===== config.mk =====
export PLATFORM = sky130hd
export DESIGN_NAME = session_sequence_replay_guard
export DESIGN_NICKNAME = d
export VERILOG_FILES = /design/src/design/ssrg_pkg.sv /design/src/design/ssrg_entry_mem.sv /design/src/design/session_sequence_replay_guard.sv
export SDC_FILE = /design/constraint.sdc
export NUM_CORES = 1
export LEC_CHECK = 0
export BUFFER_PORTS_ARGS = -buffer_cell sky130_fd_sc_hd__buf_2
export CORE_UTILIZATION = 35
export DETAILED_ROUTE_END_ITERATION = 10
export GPL_TIMING_DRIVEN = 0
export PLACE_DENSITY = 0.49
export SLEW_MARGIN = 20
export SYNTH_ARGS = -nofsm -noshare
export SYNTH_HDL_FRONTEND = slang
export SYNTH_SLANG_ARGS = --single-unit
export TNS_END_PERCENT = 1

===== constraint.sdc =====
create_clock -name clock -period 9.3 [get_ports clock]
set_input_delay 0.465 -clock clock [delete_from_list [all_inputs] [get_ports clock]]
set_output_delay 0.465 -clock clock [all_outputs]
set_load 0.01 [all_outputs]

===== src/design/ssrg_pkg.sv =====
package ssrg_pkg;

   // Field widths of a request
   localparam int unsigned PORT_W  = 4;
   localparam int unsigned IDENT_W = 4;
   localparam int unsigned ROLE_W  = 2;
   localparam int unsigned SESS_W  = 16;
   localparam int unsigned SEQ_W   = 32;
   localparam int unsigned KEY_W   = PORT_W + IDENT_W + ROLE_W + SESS_W;
   // Source part of the key: port, identity and role
   localparam int unsigned SRC_W   = PORT_W + IDENT_W + ROLE_W;

   typedef enum logic [1:0] {
      REQ_EVALUATE      = 2'd0,
      REQ_RESET_SESSION = 2'd1,
      REQ_RESET_SOURCE  = 2'd2,
      REQ_RESET_ALL     = 2'd3
   } req_kind_type;

   typedef enum logic [2:0] {
      ST_ACCEPTED       = 3'd0,
      ST_NOT_INCREASING = 3'd1,
      ST_TABLE_FULL     = 3'd2,
      ST_CLEARED        = 3'd3,
      ST_NOT_FOUND      = 3'd4,
      ST_RESET_DONE     = 3'd5
   } status_type;

   typedef enum logic [1:0] {
      FSM_IDLE,
      FSM_SCAN,
      FSM_DECIDE
   } fsm_type;

   typedef struct packed {
      logic [KEY_W-1:0] key;
      logic [SEQ_W-1:0] seq;
   } entry_type;

endpackage


===== src/design/ssrg_entry_mem.sv =====
module ssrg_entry_mem
   import ssrg_pkg::*;
#(
   parameter int unsigned DEPTH = 16,
   parameter int unsigned AW    = 4
) (
   input  logic             clock,
   input  logic             wr_en,
   input  logic [AW-1:0]    wr_addr,
   input  entry_type        wr_data,
   input  logic             rd_en,
   input  logic [AW-1:0]    rd_addr,
   output entry_type        rd_data
);

   entry_type mem_ff [DEPTH];
   entry_type rd_data_ff;

   // Write one entry
   always_ff @(posedge clock) begin
      if (wr_en) begin
         mem_ff[wr_addr] <= wr_data;
      end
   end

   // Registered read
   always_ff @(posedge clock) begin
      if (rd_en) begin
         rd_data_ff <= mem_ff[rd_addr];
      end
   end

   assign rd_data = rd_data_ff;

endmodule


===== src/design/session_sequence_replay_guard.sv =====
// Every request but reset-all is worked on in a scan of the table and a decide
// step before its response; a reset-all request is answered at the very next edge.
// A new request is taken only once busy has dropped; the pace is set by the scan, which reads
// one table entry per cycle through the single read port and one key compare.
// Reset: synchronous; every entry is invalid and no response is pending.
// The receiver cannot stall: each response shows for exactly one cycle.
module session_sequence_replay_guard
   import ssrg_pkg::*;
#(
   parameter int unsigned SESSIONS = 16
) (
   input  logic                clock,
   input  logic                reset,
   input  logic                start,
   output logic                busy,
   input  logic [1:0]          req_type,
   input  logic [PORT_W-1:0]   req_ingress_port,
   input  logic [IDENT_W-1:0]  req_link_identity,
   input  logic [ROLE_W-1:0]   req_link_role,
   input  logic [SESS_W-1:0]   req_session_id,
   input  logic [SEQ_W-1:0]    req_sequence_number,
   output logic                rsp_valid,
   output logic [2:0]          rsp_status
);

   localparam int unsigned IW = (SESSIONS > 1) ? $clog2(SESSIONS) : 1;
   localparam logic [IW:0]   SCAN_END = (IW+1)'(SESSIONS);
   localparam logic [IW-1:0] LAST_IDX = IW'(SESSIONS - 1);

   fsm_type            state_ff, state_in;
   logic               valid_ff [SESSIONS];
   req_kind_type       kind_ff;
   logic [KEY_W-1:0]   key_ff;
   logic [SEQ_W-1:0]   seq_ff;
   logic [IW:0]        rd_cnt_ff;
   logic               chk_live_ff;
   logic [IW-1:0]      chk_idx_ff;
   logic               found_ff;
   logic [IW-1:0]      match_idx_ff;
   logic [SEQ_W-1:0]   match_seq_ff;
   logic               free_ff;
   logic [IW-1:0]      free_idx_ff;
   logic               rsp_valid_ff;
   status_type         rsp_status_ff;

   logic               accept;
   logic               rd_en;
   logic               wr_en;
   logic [IW-1:0]      wr_addr;
   entry_type          wr_data;
   entry_type          rd_data;
   logic               chk_valid;
   logic               hit_full;
   logic               hit_src;
   logic               scan_done;
   logic               seq_greater;
   logic               set_valid;
   logic               clr_match;
   status_type         decide_status;

   ssrg_entry_mem #(
      .DEPTH (SESSIONS),
      .AW    (IW)
   ) u_mem (
      .clock   (clock),
      .wr_en   (wr_en),
      .wr_addr (wr_addr),
      .wr_data (wr_data),
      .rd_en   (rd_en),
      .rd_addr (rd_cnt_ff[IW-1:0]),
      .rd_data (rd_data)
   );

   assign accept = start && (state_ff == FSM_IDLE);
   assign busy   = (state_ff != FSM_IDLE);

   // Compare the entry read last cycle against the held key
   assign chk_valid   = valid_ff[chk_idx_ff];
   assign hit_full    = chk_live_ff && chk_valid && (rd_data.key == key_ff);
   assign hit_src     = chk_live_ff && chk_valid &&
                        (rd_data.key[KEY_W-1 -: SRC_W] == key_ff[KEY_W-1 -: SRC_W]);
   assign scan_done   = chk_live_ff && (chk_idx_ff == LAST_IDX);
   assign seq_greater = (seq_ff > match_seq_ff);

   // Sequencer: next state and decision outputs
   always_comb begin
      state_in      = state_ff;
      rd_en         = 1'b0;
      wr_en         = 1'b0;
      wr_addr       = match_idx_ff;
      set_valid     = 1'b0;
      clr_match     = 1'b0;
      decide_status = ST_RESET_DONE;
      wr_data.key   = key_ff;
      wr_data.seq   = seq_ff;
      unique case (state_ff)
         FSM_IDLE: begin
            if (accept && (req_kind_type'(req_type) != REQ_RESET_ALL)) begin
               state_in = FSM_SCAN;
            end
         end
         FSM_SCAN: begin
            rd_en = (rd_cnt_ff < SCAN_END);
            if (scan_done) begin
               state_in = FSM_DECIDE;
            end
         end
         FSM_DECIDE: begin
            state_in = FSM_IDLE;
            unique case (kind_ff)
               REQ_EVALUATE: begin
                  if (found_ff) begin
                     if (seq_greater) begin
                        wr_en         = 1'b1;
                        decide_status = ST_ACCEPTED;
                     end else begin
                        decide_status = ST_NOT_INCREASING;
                     end
                  end else if (free_ff) begin
                     wr_en         = 1'b1;
                     wr_addr       = free_idx_ff;
                     set_valid     = 1'b1;
                     decide_status = ST_ACCEPTED;
                  end else begin
                     decide_status = ST_TABLE_FULL;
                  end
               end
               REQ_RESET_SESSION: begin
                  if (found_ff) begin
                     clr_match     = 1'b1;
                     decide_status = ST_CLEARED;
                  end else begin
                     decide_status = ST_NOT_FOUND;
                  end
               end
               REQ_RESET_SOURCE: decide_status = ST_RESET_DONE;
               REQ_RESET_ALL:    decide_status = ST_RESET_DONE;
               default:          decide_status = ST_RESET_DONE;
            endcase
         end
         default: state_in = FSM_IDLE;
      endcase
   end

   // State register
   always_ff @(posedge clock) begin
      if (reset) begin
         state_ff <= FSM_IDLE;
      end else begin
         state_ff <= state_in;
      end
   end

   // Hold the request while it is worked on
   always_ff @(posedge clock) begin
      if (accept) begin
         kind_ff <= req_kind_type'(req_type);
         key_ff  <= {req_ingress_port, req_link_identity, req_link_role, req_session_id};
         seq_ff  <= req_sequence_number;
      end
   end

   // Advance the scan: read pointer and check stage
   always_ff @(posedge clock) begin
      if (reset) begin
         rd_cnt_ff   <= '0;
         chk_live_ff <= 1'b0;
         found_ff    <= 1'b0;
         free_ff     <= 1'b0;
      end else if (accept) begin
         rd_cnt_ff   <= '0;
         chk_live_ff <= 1'b0;
         found_ff    <= 1'b0;
         free_ff     <= 1'b0;
      end else if (state_ff == FSM_SCAN) begin
         if (rd_en) begin
            rd_cnt_ff <= rd_cnt_ff + 1'b1;
         end
         chk_live_ff <= rd_en;
         if (!found_ff && hit_full) begin
            found_ff <= 1'b1;
         end
         if (!free_ff && chk_live_ff && !chk_valid) begin
            free_ff <= 1'b1;
         end
      end
   end

   // Capture the first match and the lowest free entry
   always_ff @(posedge clock) begin
      if (state_ff == FSM_SCAN) begin
         chk_idx_ff <= rd_cnt_ff[IW-1:0];
         if (!found_ff && hit_full) begin
            match_idx_ff <= chk_idx_ff;
            match_seq_ff <= rd_data.seq;
         end
         if (!free_ff && chk_live_ff && !chk_valid) begin
            free_idx_ff <= chk_idx_ff;
         end
      end
   end

   // Valid bits: drop on reset-all, source match or session clear; set on allocation
   always_ff @(posedge clock) begin
      if (reset) begin
         for (int i = 0; i < SESSIONS; i++) begin
            valid_ff[i] <= 1'b0;
         end
      end else if (accept && (req_kind_type'(req_type) == REQ_RESET_ALL)) begin
         for (int i = 0; i < SESSIONS; i++) begin
            valid_ff[i] <= 1'b0;
         end
      end else begin
         if ((state_ff == FSM_SCAN) && (kind_ff == REQ_RESET_SOURCE) && hit_src) begin
            valid_ff[chk_idx_ff] <= 1'b0;
         end
         if (set_valid) begin
            valid_ff[free_idx_ff] <= 1'b1;
         end
         if (clr_match) begin
            valid_ff[match_idx_ff] <= 1'b0;
         end
      end
   end

   // Response strobe
   always_ff @(posedge clock) begin
      if (reset) begin
         rsp_valid_ff <= 1'b0;
      end else begin
         rsp_valid_ff <= (state_ff == FSM_DECIDE) ||
                         (accept && (req_kind_type'(req_type) == REQ_RESET_ALL));
      end
   end

   always_ff @(posedge clock) begin
      if (state_ff == FSM_DECIDE) begin
         rsp_status_ff <= decide_status;
      end else if (accept) begin
         rsp_status_ff <= ST_RESET_DONE;
      end
   end

   assign rsp_valid  = rsp_valid_ff;
   assign rsp_status = rsp_status_ff;

endmodule


# Word-level counts from Yosys, hierarchy flattened
# Memories as Yosys holds them, arrays and structs flattened. A register that Yosys moved wholly into a read port is not among the register bits.
# Cells that the tools add are included.
dict set report word_totals {
  ff_bits 118
  mem_bits_rw 944
  input_bits 63
  output_inout_bits 5
  memories 2
}
# memory words width rd rd_ports_with_merged_regs write_ports line_no
set memory_table {}
lappend memory_table {u_mem.mem_ff 16 58 1 1 1 ssrg_entry_mem.sv:16} ;# entry_type mem_ff [DEPTH];
lappend memory_table {valid_ff 16 1 1 1 16 session_sequence_replay_guard.sv:31} ;# logic valid_ff [SESSIONS];
dict set report classes {
  n_addsub 1
  n_lt_le_gt_ge 2
  n_eq_ne 12
  mux 71
  bitwise 16
  n_reduce_logical 29
}
# operator n
set ops {}
lappend ops {{$mux W1} 54}
lappend ops {{$gt A32 B32 Y1} 1}
lappend ops {{$mux W4} 8}
lappend ops {{$eq A26 B26 Y1} 1}
lappend ops {{$or A1 B1 Y1} 16}
lappend ops {{$logic_and A1 B1 Y1} 12}
lappend ops {{$mux W3} 4}
lappend ops {{$eq A10 B10 Y1} 1}
lappend ops {{$pmux W3 S3} 1}
lappend ops {{$eq A2 B2 Y1 const B} 4}
lappend ops {{$reduce_and A2 Y1} 4}
lappend ops {{$mux W2} 3}
lappend ops {{$add A5 B1 Y5 const B} 1}
lappend ops {{$lt A5 B5 Y1 const B} 1}
lappend ops {{$eq A2 B1 Y1 const B} 2}
lappend ops {{$eq A4 B4 Y1 const B} 1}
lappend ops {{$logic_not A2 Y1} 2}
lappend ops {{$ne A2 B2 Y1 const B} 2}
lappend ops {{$pmux W2 S2} 1}
lappend ops {{$reduce_bool A2 Y1} 2}
lappend ops {{$reduce_or A2 Y1} 2}
lappend ops {{$logic_not A1 Y1} 3}
lappend ops {{$reduce_or A1 Y1} 3}
lappend ops {{$ne A2 B1 Y1 const B} 1}
lappend ops {{$logic_or A1 B1 Y1} 1}

# Depth between registers and ports, before layout
# Gate-level depths: netlist (run 1).
dict set report logic_depth {
  word_depth 11
  mapped_depth 9
  ltp_nobuf 8
}

# Cells and area by module
# Synthesis (run 1) repeated with hierarchy kept, for this count alone.
dict set report hier_totals {
  hier_cells 1945
  area_unflattened_um2 42539.5
}
# module n_inst cells_each area_per_inst_um2 seq_area_each_um2
set modules_own_cells {}
lappend modules_own_cells {ssrg_entry_mem 1 1496 36476.2 29608.4}
lappend modules_own_cells {session_sequence_replay_guard 1 449 6063.3 3993.8}

# Worst setup path before layout (run 1)
# OpenSTA, ideal clock, no wires.
dict set report synth_timing {
  path_type {register -> register}
  start {reg key_ff[23]}
  end {reg match_idx_ff[0] (enable)}
  setup_time_ns 0.523
  t_arrival_ns 4.859
  required_time_ns 8.777
  setup_slack_ns 3.919
  stages_incl_launch_ff 5
  cell_sequence {edfxtp_1 xor2_1 nor4_1 nand4_2 nor4_1}
}
dict set report synth_between {
  elab_chain_len 4
}
# element line_no
set synth_lines {}
lappend synth_lines {{start, declared} session_sequence_replay_guard.sv:33} ;# logic [KEY_W-1:0] key_ff;
lappend synth_lines {{start signal, assigned} session_sequence_replay_guard.sv:158} ;# key_ff <= {req_ingress_port, req_link_identity, req_link_role, req_session_id};
lappend synth_lines {{$eq A26 B26 Y1} session_sequence_replay_guard.sv:79} ;# assign hit_full = chk_live_ff && chk_valid && (rd_data.key == key_ff);
lappend synth_lines {{$logic_and A1 B1 Y1} session_sequence_replay_guard.sv:79}
lappend synth_lines {{$logic_and A1 B1 Y1} session_sequence_replay_guard.sv:193} ;# if (!found_ff && hit_full) begin
lappend synth_lines {{$reduce_and A2 Y1 (no source line)} -}
lappend synth_lines {{end signal, assigned} session_sequence_replay_guard.sv:194} ;# match_idx_ff <= chk_idx_ff;
lappend synth_lines {{end, declared} session_sequence_replay_guard.sv:39} ;# logic [IW-1:0] match_idx_ff;
# Every way passes these cells.
# A chain may end at the register's enable or synchronous reset.

# Worst setup path in the final report (run 1)
dict set report layout_timing {
  start {reg key_ff[23]}
  end {reg match_seq_ff[29] (enable)}
}
dict set report layout_between {
  elab_chain_len 4
}
# element line_no
set layout_lines {}
lappend layout_lines {{$eq A26 B26 Y1} session_sequence_replay_guard.sv:79}
lappend layout_lines {{$logic_and A1 B1 Y1} session_sequence_replay_guard.sv:79}
lappend layout_lines {{$logic_and A1 B1 Y1} session_sequence_replay_guard.sv:193}
lappend layout_lines {{$reduce_and A2 Y1 (no source line)} -}
lappend layout_lines {{end signal, assigned} session_sequence_replay_guard.sv:195} ;# match_seq_ff <= rd_data.seq;
lappend layout_lines {{end, declared} session_sequence_replay_guard.sv:40} ;# logic [SEQ_W-1:0] match_seq_ff;
# Every way passes these cells.

==> parameters.txt, run 1 <==
Parameter                              Value

Pwr
  Switching component of the power ... 2.223 mW
  Power share of the sequential group ... 53.1%
  Internal power ... 8.518 mW
  Final Total Pwr ... 10.74 mW
  Share of power burned in the clock network ... 43.9%
  Switching part of the total power ... 20.70%
  Maximum vdd ir drop ... 0.0001487 V
  Power density relative to cell area ... 205.6 nW/um^2
  Lkg Pwr ... 16.30 nW
  Share of power burned in combinational logic ... 3.0%

Timing
  Count of pins over their slew limit ... 0
  Maximum frequency from static timing analysis ... 0.2204 GHz
  Total Neg Setup Slack ... 0 ns
  Final hold violations ... 0
  Worst Max-Slew Pin Slew ... 1.133 ns
  Unrepaired setup endpoints after global routing ... no
  Final setup slack of the worst path ... 4.763 ns
  Relative max-transition margin ... 24.50%
  Final worst clock skew ... 0.03253 ns
  Setup violations, final ... 0
  Post-layout min period ... 4.537 ns
  Final period utilization ... 48.79%

Cells and area
  Area delta synth->final ... 22.04%
  Layout cell share with drive strength beyond 1 ... 31.55%
  Number of nets at the end of the flow ... 2276
  Finished layout cell area ... 52250 sq um
  Top library cells by usage in the layout, fill and taps aside ... 1109 x edfxtp_1, 291 x mux4_2, 116 x clkbuf_16
  Most common cell after layout, fill and taps aside ... edfxtp_1
  Finished Layout Cells ... 3889

Synth
  Number of nets in the synthesized netlist ... 1931
  Sequential fraction of the synthesis area ... 78.49%
  Synthesized cell area ... 42810 sq um
  Ys Warns ... 0
  Cell count after synthesis ... 1835
  Count of state elements after synthesis ... 1124
  Synth Area per Inst ... 23.33 sq um
  Post-synthesis cell type count ... 52

Setup path
  Most Frequent Cell on Critical Path ... buf_2
  Ordered list of cells on the worst path ... xor2_1, nor4_1, nand4_2, nor4_2, buf_2, buf_2, buf_2, buf_4, buf_2, buf_2, buf_2
  Data arrival time of the critical path ... 4.94 ns
  Largest stage delay on the critical path ... 0.77 ns
  Critical-path maximum fanout ... 17
  CP Data Required Time ... 9.70 ns
  CP Capture Type ... flop
  Highest-delay cell along the critical path ... nor4_2
  Category of the most critical setup path ... flop to flop
  Startpoint types ... flop

Global route
  First-pass GRT wire length ... 150.5 mm
  Total global routing overflow ... 0
  Pin count of the biggest net entering global routing ... 18
  Most utilized layer in the global route result ... met2
  Met3 track utilization from global routing ... 2.431%
  Met1 Resource Use GR ... 23.74%
  Global-route track usage on met2 ... 28.95%
  Via count of the first global-routing pass ... 21181
  Global router's overall resource usage ... 17.29%
  Antenna violations before repair ... 1

Floorplan
  Die Width ... 351.8 microns
  Core Area ... 120600 sq um
  Count of standard-cell rows ... 127
  Die Footprint ... 123700 sq um
  Starting density of the core ... 35.50%
  Top Ports ... 68
  Die extent in y ... 351.8 microns

Placement
  Worst slack, placed ... 4.690 ns
  Total cell area at the placement stage ... 47780 sq um
  Number of buffers added on ports ... 67
  Cell count after placement ... 3615
  Post-DP HPWL ... 67.85 mm
  Gpl congestion ... 0.7093

Flow run
  Maximum Capacitance Violations ... 0

Clocking
  Post CTS Setup Buffer Count ... 0
  CTS tree ... yes
  CTS Buf Count ... 115
  Maximum number of buffers from clock root to sink ... 3
  Clk Tree Root Cell ... clkbuf_16
  Register clock-pin slew on the reported worst setup and hold paths ... 0.06 ns
  CTS sink count ... 1124
  Number of levels in the clock H-tree ... 3
  Clock latency reported for the late side of the worst-skew pair ... 0.71 ns

Routing
  Routed Antenna Nets ... 0
  First-pass iteration count of the detailed router ... 5
  Detailed-route via count ... 19933
  Total wire length ... 104.7 mm
  DR WL/cell ... 26.92 microns
  Number of design-rule violations left by the first detailed-router iteration ... 2038
  Number of remaining DRC errors ... 0
  Vias/cell ... 5.125

Min path
  Worst Hold Class ... input port to flop

Run status
  Result of the run ... finished, final reports clean
## state kept, by name, summed over array words and instances (netlist names), 2 cells and up, named ones only
| register | count |
|---|---|
| state_ff | 2 |
| u_mem.rd_data | 58 |
| rd_cnt_ff | 5 |
| match_idx_ff | 4 |
| rsp_status | 3 |
| key_ff | 26 |
| kind_ff | 2 |
| free_idx_ff | 4 |
| match_seq_ff | 32 |
| chk_idx_ff | 4 |
| valid_ff | 16 |
| u_mem.mem_ff | 928 |
| seq_ff | 32 |
## layer usage
layer | wire length [microns] | vias up | share of wire, %
met1 | 46230 | 10841 | 44
met5 | 0 | - | 0
met2 | 52150 | 460 | 50
met4 | 1968 | 0 | 1.9
li1 | - | 8506 | -
met3 | 4324 | 126 | 4.1
## area by class of cell
cell class                      count  area (sq um)
Antenna cell                        1         2.502
Buffer                             75         344.1
Clock buffer                      131          2959
Clock inverter                     82         907.1
Fill cell                       10263         68360
Inverter                           39         146.4
Multi-Input combinational cell    597          8927
Sequential cell                  1124         33600
Tap cell                         1612          2017
Timing Repair Buffer              228          3342
## power by group through the flow
stage	clock [mW]	combinational (mW)	sequential, mW
2_1_floorplan	0	0.192	5.78
5_1_grt	5.01	0.347	5.71
3_5_place_dp	0	0.310	5.81
4_1_cts	4.82	0.331	5.71
6_report	4.71	0.321	5.71
3_3_place_gp	0	0.289	5.81
## cell families after synthesis
family / count (synthesis) / share of synthesized area [%]
compound gates: 87 / 1.362
xor+xnor: 29 / 0.5933
fa+ha+maj: 33 / 0.9644
buf+inv: 114 / 1.131
flops: 1124 / 78.49
mux: 295 / 15.55
simple gates: 153 / 1.911
## path summary, 6_finish.rpt
kind | start | endpoint | slack (ns) | cells after the start
setup / recovery | key_ff[23] | match_seq_ff[29] | 4.76 | 11
hold / removal | req_sequence_number[3] | seq_ff[3] | 0.05 | 1
setup reg to reg | key_ff[23] | match_seq_ff[29] | 4.76 | 11
hold reg to reg | u_mem.rd_data[4] | match_seq_ff[4] | 0.41 | 0
## stage by stage
step	util, %	hold WS (ns)
CTS	43.32	0.005424
finish	43.32	0.05093
detailed placement	39.61	0.4045
global route	43.32	0.02898
floorplan	-	0.4003
global placement	37.45	0.4042
## critical path, delay by kind of cell, from the launching register on
kind | cells | cell delay [ns]
flip-flops | 1 | 0.62
buffers and inverters | 7 | 1.63
AND/OR/NAND/NOR | 3 | 1.69
XOR/XNOR | 1 | 0.26
## cells in the mapped netlist, drive strengths merged
cell	number	area share [%]
nand3	16	0.23
inv	39	0.34
xnor2	1	0.020
nor2	20	0.18
a21o	4	0.070
o2bb2ai	2	0.041
and2	3	0.053
a211oi	2	0.035
a41oi	1	0.020
and4	1	0.020
a21oi	33	0.44
mux4	295	16
nand3b	6	0.11
nand4	12	0.19
dfxtp	15	0.70
clkbuf	33	0.29
a2bb2oi	2	0.070
nor3	23	0.27
o21ai	28	0.39
nand2b	1	0.015
o211ai	1	0.018
edfxtp	1109	78
nor2b	1	0.015
and3	2	0.029
xor2	28	0.57
a31o	2	0.041
a31oi	4	0.094
o31ai	3	0.053
or2	2	0.029
a22oi	3	0.053
buf	42	0.50
ha	33	0.96
nor4	7	0.10
or3	3	0.044
nor3b	4	0.12
nand2	51	0.49
a221oi	2	0.041
or3b	1	0.020
## timing repair
item / in CTS / in global routing
gates resized for setup: 0 / 0
endpoints found under the hold margin: 62 / 0
hold buffers: 60 / 0
Note: power is estimated with default switching activity, not from simulation.
==> inputs of run 2 (changes only) <==
--- a/config.mk
+++ b/config.mk
@@ -9,7 +9,7 @@
 export CORE_UTILIZATION = 35
 export DETAILED_ROUTE_END_ITERATION = 10
 export GPL_TIMING_DRIVEN = 0
-export PLACE_DENSITY = 0.49
+export PLACE_DENSITY = 0.51
 export SLEW_MARGIN = 20
 export SYNTH_ARGS = -nofsm -noshare
 export SYNTH_HDL_FRONTEND = slang
==> constraint.sdc (replaced) <==
create_clock -name clock -period 4 [get_ports clock]
set_input_delay 0.2 -clock clock [delete_from_list [all_inputs] [get_ports clock]]
set_output_delay 0.2 -clock clock [all_outputs]
set_load 0.01 [all_outputs]
==> run 2 against run 1 <==
Net effect: sequential power up 130%; critical path depth unchanged; first-iteration DRC count up 1.3%; wire length down 2.1%; non-clock buffer count up 3; register-to-register slack worse by 4.6 ns; total power up 130%; combinational power up 130%; worst hold slack better by 0.17 ns; clock power up 130%; clock skew down 0.0099 ns; critical endpoint is now u_mem.mem_ff[0][40]; highest routed layer unchanged.
==> parameters.txt, run 2 (same netlist as run 1, synthesis figures left out) <==
Parameter                              Value

Global route
  Global router's overall resource usage ... 16.93%
  First-pass GRT wire length ... 149.0 mm
  Total global routing overflow ... 0
  Via count of the first global-routing pass ... 21166
  Pin count of the biggest net entering global routing ... 18
  Antenna violations before repair ... 1

Pwr
  Lkg Pwr ... 16.28 nW
  Final Total Pwr ... 24.80 mW
  Maximum vdd ir drop ... 0.0003493 V
  Power density relative to cell area ... 474.1 nW/um^2

Setup path
  CP Capture Type ... flop
  Ordered list of cells on the worst path ... ha_1, nand2_1, o21ai_0, a221oi_1, nand2_2, o21ai_4, buf_4, a21oi_4, buf_16, buf_16, buf_16
  Most Frequent Cell on Critical Path ... buf_16
  Critical path startpoint ... seq_ff[19]
  Category of the most critical setup path ... flop to flop
  Delay-heaviest family, CP ... compound AO/OA/AOI/OAI gates
  Critical Path Sink ... u_mem.mem_ff[0][40]
  Largest stage delay on the critical path ... 0.62 ns
  CP Buf/Inv Count ... 4
  Startpoint types ... flop
  CP Data Required Time ... 4.38 ns
  Worst R2R Path Depth ... 11
  Start of the worst register-to-register path ... seq_ff[19]
  Highest-delay cell along the critical path ... edfxtp_1
  Endpoint of the lowest-slack register-to-register path ... u_mem.mem_ff[0][40]
  Worst reg2reg setup slack ... 0.12 ns
  Critical-path maximum fanout ... 17
  Number of stages on the worst setup path ... 11
  Data arrival time of the critical path ... 4.26 ns

Placement
  Number of buffers added on ports ... 67
  Post-DP HPWL ... 67.20 mm
  Gpl congestion ... 0.7487

Timing
  Count of pins over their slew limit ... 0
  Worst Max-Slew Pin Slew ... 1.036 ns
  Final period utilization ... 96.90%
  Unrepaired setup endpoints after global routing ... yes
  Final worst clock skew ... 0.02266 ns
  Relative max-transition margin ... 30.92%
  Worst hold margin ... 0.2177 ns
  Final hold violations ... 0
  Post-layout min period ... 3.876 ns
  Setup violations, final ... 0
  Maximum frequency from static timing analysis ... 0.2580 GHz

Clocking
  CTS tree ... yes
  Clk Tree Root Cell ... clkbuf_16
  CTS Buf Count ... 114
  Maximum number of buffers from clock root to sink ... 3
  Clock latency reported for the late side of the worst-skew pair ... 0.69 ns
  CTS sink count ... 1124
  Register clock-pin slew on the reported worst setup and hold paths ... 0.06 ns
  Number of levels in the clock H-tree ... 3

Flow run
  Maximum Capacitance Violations ... 0

Floorplan
  Core Area ... 120600 sq um
  Starting density of the core ... 35.50%
  Die extent in y ... 351.8 microns
  Die Width ... 351.8 microns
  Top Ports ... 68
  Die Footprint ... 123700 sq um
  Count of standard-cell rows ... 127

Cells and area
  Layout cell share with drive strength beyond 1 ... 31.50%
  Utilization after layout ... 43.37%
  Register bank with the most flops ... u_mem.mem_ff
  Total of fill cells in the finished design ... 10187
  Footprint of the multi-input gates ... 9010 sq um
  Area used by sequential logic in the layout ... 33600 sq um
  Area delta synth->final ... 22.18%
  Flip-flop count of the largest register, all copies and words added ... 928
  Number of antenna cells inserted ... 0
  Number of nets at the end of the flow ... 2278
  Most common cell after layout, fill and taps aside ... edfxtp_1
  Top library cells by usage in the layout, fill and taps aside ... 1109 x edfxtp_1, 291 x mux4_2, 117 x clkbuf_16

Routing
  Detailed-route via count ... 20048
  Total wire length ... 102.5 mm
  Number of design-rule violations left by the first detailed-router iteration ... 2065
  Number of remaining DRC errors ... 0
  Vias/cell ... 5.160
  DR WL/cell ... 26.39 microns
  Routed Antenna Nets ... 0
  First-pass iteration count of the detailed router ... 5

Min path
  Worst Hold Class ... input port to flop
  Start point of the worst hold path ... req_session_id[3]

Run status
  Result of the run ... finished, final reports clean
==> run 2: cell types whose count changed in the layout (fill, tap and decap cells not counted), sizes merged <==
cell	change
inv	-3
dlygate4sd3	+4
clkinv	-2
buf	-1
diode	-1
clkinvlp	-1
==> run 2: cell type report <==
cell class | count | share of cell area (%)
Timing Repair Buffer | 231 | 6.530
Inverter | 39 | 0.2799
Tap cell | 1612 | 3.856
Buffer | 75 | 0.6650
Sequential cell | 1124 | 64.24
Multi-Input combinational cell | 597 | 17.22
Clock inverter | 76 | 1.509
Clock buffer | 131 | 5.698
==> run 2: per-layer routing <==
layer  up-vias  track usage (%)  share of wire (%)
li1       8513                -                  -
met1     10896            23.71                 45
met2       508            27.72                 49
met3       131            2.453                4.5
met4         0            4.481                1.9
met5         -                0                  0
==> run 2: worst min path at each step <==
stage,end,slack (ns),cells past startpoint
floorplan,state_ff[0],0.27,1
global placement,seq_ff[26],0.38,1
detailed placement,seq_ff[26],0.38,1
CTS,seq_ff[29],0.17,2
global route,seq_ff[24],0.20,2
finish,key_ff[3],0.22,2
==> run 2: stage by stage <==
stage	worst slack (ns)	TNS, ns	instance area, sq um	cells
after detailed placement	-0.9530	-327.38	47790	3610
after global routing	-0.01399	-0.1267	52310	3885
after CTS	0.03932	0	52260	3884
final	0.1241	0	52310	3885
after global placement	-7.448	-7234.19	45170	3514
after floorplan	-1.310	-1157.00	42820	1835
==> run 2: report_power, final <==
| part | leakage, nW | internal (mW) | switching, mW |
|---|---|---|---|
| registers | 10.2 | 13.1 | 0.193 |
| clock network | 1.83 | 6.34 | 4.44 |
| logic | 4.28 | 0.373 | 0.379 |
==> run 2: timing repair <==
action,CTS,global route
setup endpoints to repair,725,129
gates resized for setup,6,4
pin swaps,7,4
hold buffers,64,0
endpoints found under the hold margin,67,0
buffers inserted,3,1
==> inputs of run 3 (changes only) <==
--- a/config.mk
+++ b/config.mk
@@ -6,10 +6,12 @@
 export NUM_CORES = 1
 export LEC_CHECK = 0
 export BUFFER_PORTS_ARGS = -buffer_cell sky130_fd_sc_hd__buf_2
+export CELL_PAD_IN_SITES_DETAIL_PLACEMENT = 1
+export CELL_PAD_IN_SITES_GLOBAL_PLACEMENT = 1
 export CORE_UTILIZATION = 35
 export DETAILED_ROUTE_END_ITERATION = 10
 export GPL_TIMING_DRIVEN = 0
-export PLACE_DENSITY = 0.51
+export PLACE_DENSITY = 0.68
 export SLEW_MARGIN = 20
 export SYNTH_ARGS = -nofsm -noshare
 export SYNTH_HDL_FRONTEND = slang
==> run 3 against run 2 <==
Net effect: final area is 1.1% lower; critical endpoint unchanged; largest power group unchanged; clock power shrank 9%; sequential share of layout area grew 0.71 points.
==> parameters.txt, run 3 (same netlist as run 1, synthesis figures left out) <==
Parameter                              Value

Run status
  Result of the run ... finished, final reports clean

Setup path
  Startpoint types ... flop
  Most Frequent Cell on Critical Path ... buf_16
  Delay-heaviest family, CP ... simple AND/OR/NAND/NOR gates
  Category of the most critical setup path ... flop to flop
  CP Capture Type ... flop
  Highest-delay cell along the critical path ... edfxtp_1
  Critical-path maximum fanout ... 17
  Data arrival time of the critical path ... 4.31 ns
  CP Data Required Time ... 4.36 ns
  Ordered list of cells on the worst path ... ha_1, nand4_1, nor3_1, a221oi_1, nand2_2, o21ai_4, buf_4, a21oi_4, buf_16, buf_16, buf_16
  Largest stage delay on the critical path ... 0.63 ns
  CP Buf/Inv Count ... 4

Routing
  Routed Antenna Nets ... 0
  DR WL/cell ... 26.85 microns
  First-pass iteration count of the detailed router ... 5
  Number of design-rule violations left by the first detailed-router iteration ... 1835
  Detailed-route via count ... 20411
  Vias/cell ... 5.259
  Total wire length ... 104.2 mm
  Number of remaining DRC errors ... 0

Cells and area
  Finished Layout Cells ... 3881
  Most common cell after layout, fill and taps aside ... edfxtp_1
  Utilization after layout ... 42.90%
  Register bank with the most flops ... u_mem.mem_ff
  Top library cells by usage in the layout, fill and taps aside ... 1109 x edfxtp_1, 291 x mux4_2, 112 x clkbuf_16
  Layout cell share with drive strength beyond 1 ... 30.89%
  Flip-flop count of the largest register, all copies and words added ... 928
  Number of antenna cells inserted ... 0
  Area delta synth->final ... 20.85%
  Number of nets at the end of the flow ... 2281

Timing
  Final period utilization ... 98.76%
  Total Neg Setup Slack ... 0 ns
  Final setup slack of the worst path ... 0.04980 ns
  Final worst clock skew ... 0.04407 ns
  Worst Max-Slew Pin Slew ... 1.054 ns
  Unrepaired setup endpoints after global routing ... yes
  Final hold violations ... 0
  Setup violations, final ... 0
  Count of pins over their slew limit ... 0
  Post-layout min period ... 3.950 ns
  Maximum frequency from static timing analysis ... 0.2532 GHz
  Worst hold margin ... 0.2273 ns
  Relative max-transition margin ... 29.73%

Global route
  Total global routing overflow ... 0
  Via count of the first global-routing pass ... 22040
  Met1 Resource Use GR ... 22.03%
  First-pass GRT wire length ... 151.0 mm
  Antenna violations before repair ... 3
  Global-route track usage on met2 ... 29.15%
  Met3 track utilization from global routing ... 2.922%
  Pin count of the biggest net entering global routing ... 19
  Global router's overall resource usage ... 16.95%
  Most utilized layer in the global route result ... met2

Placement
  Cell count after placement ... 3602
  Number of buffers added on ports ... 67
  Gpl congestion ... 0.7300
  Post-DP HPWL ... 68.97 mm
  Worst slack, placed ... -0.8356 ns

Clocking
  Clk Tree Root Cell ... clkbuf_16
  CTS Buf Count ... 109
  Number of levels in the clock H-tree ... 3
  CTS tree ... yes
  CTS sink count ... 1124
  Maximum number of buffers from clock root to sink ... 3
  Register clock-pin slew on the reported worst setup and hold paths ... 0.06 ns
  Clock latency reported for the late side of the worst-skew pair ... 0.69 ns

Floorplan
  Top Ports ... 68
  Die Width ... 351.8 microns
  Core Area ... 120600 sq um
  Starting density of the core ... 35.50%
  Die Footprint ... 123700 sq um
  Die extent in y ... 351.8 microns
  Count of standard-cell rows ... 127

Pwr
  Lkg Pwr ... 16.05 nW
  Maximum vdd ir drop ... 0.0003424 V
  Power density relative to cell area ... 461.4 nW/um^2

Flow run
  Maximum Capacitance Violations ... 0

Min path
  Worst Hold Class ... input port to flop
==> run 3: cell types whose count changed in the layout (fill, tap and decap cells not counted), sizes merged <==
cell	before	now
buf	209	216
bufinv	16	7
clkbuf	164	174
clkinv	50	44
clkinvlp	7	3
dlygate4sd3	64	63
inv	42	41
==> run 3: area by class of cell <==
class / count / area, sq um
Clock inverter: 56 / 469.2
Sequential cell: 1124 / 33600
Tap cell: 1612 / 2017
Buffer: 75 / 347.8
Fill cell: 11145 / 68870
Inverter: 39 / 146.4
Multi-Input combinational cell: 597 / 9005
Clock buffer: 139 / 2904
Timing Repair Buffer: 239 / 3248
==> run 3: what timing repair did <==
action	in CTS	in global routing
setup buffers	14	7
hold buffers	63	0
hold endpoints to repair	74	0
gates resized for setup	6	3
pin swaps	11	4
endpoints found under the setup margin	730	126
==> run 3: per-layer routing <==
| metal | share of wire, % | vias up |
|---|---|---|
| met5 | 0 | - |
| met4 | 2.3 | 0 |
| met3 | 5.9 | 149 |
| met2 | 51 | 674 |
| met1 | 41 | 11103 |
| li1 | - | 8485 |
==> run 3: path summary, 6_finish.rpt <==
check                           slack, ns                 start             endpoint  cells past startpoint
worst max-delay path                 0.05            seq_ff[31]  u_mem.mem_ff[0][40]                     11
worst min-delay path                 0.23  req_link_identity[1]           key_ff[19]                      2
worst max register to register       0.05            seq_ff[31]  u_mem.mem_ff[0][40]                     11
worst min register to register       0.41     u_mem.rd_data[10]     match_seq_ff[10]                      0
==> run 3: power by group <==
part,switching (mW),internal (mW),leakage [nW]
clock network,4.29,5.56,1.64
logic,0.398,0.380,4.24
registers,0.178,13.1,10.2
total,4.87,19.0,16.1
==> run 3: metrics by stage <==
stage	instance area, sq um	total power [mW]
after CTS	51630	24.08
after floorplan	42820	13.88
after detailed placement	47490	14.22
after global routing	51740	24.52
final	51740	23.87
after global placement	45170	14.16
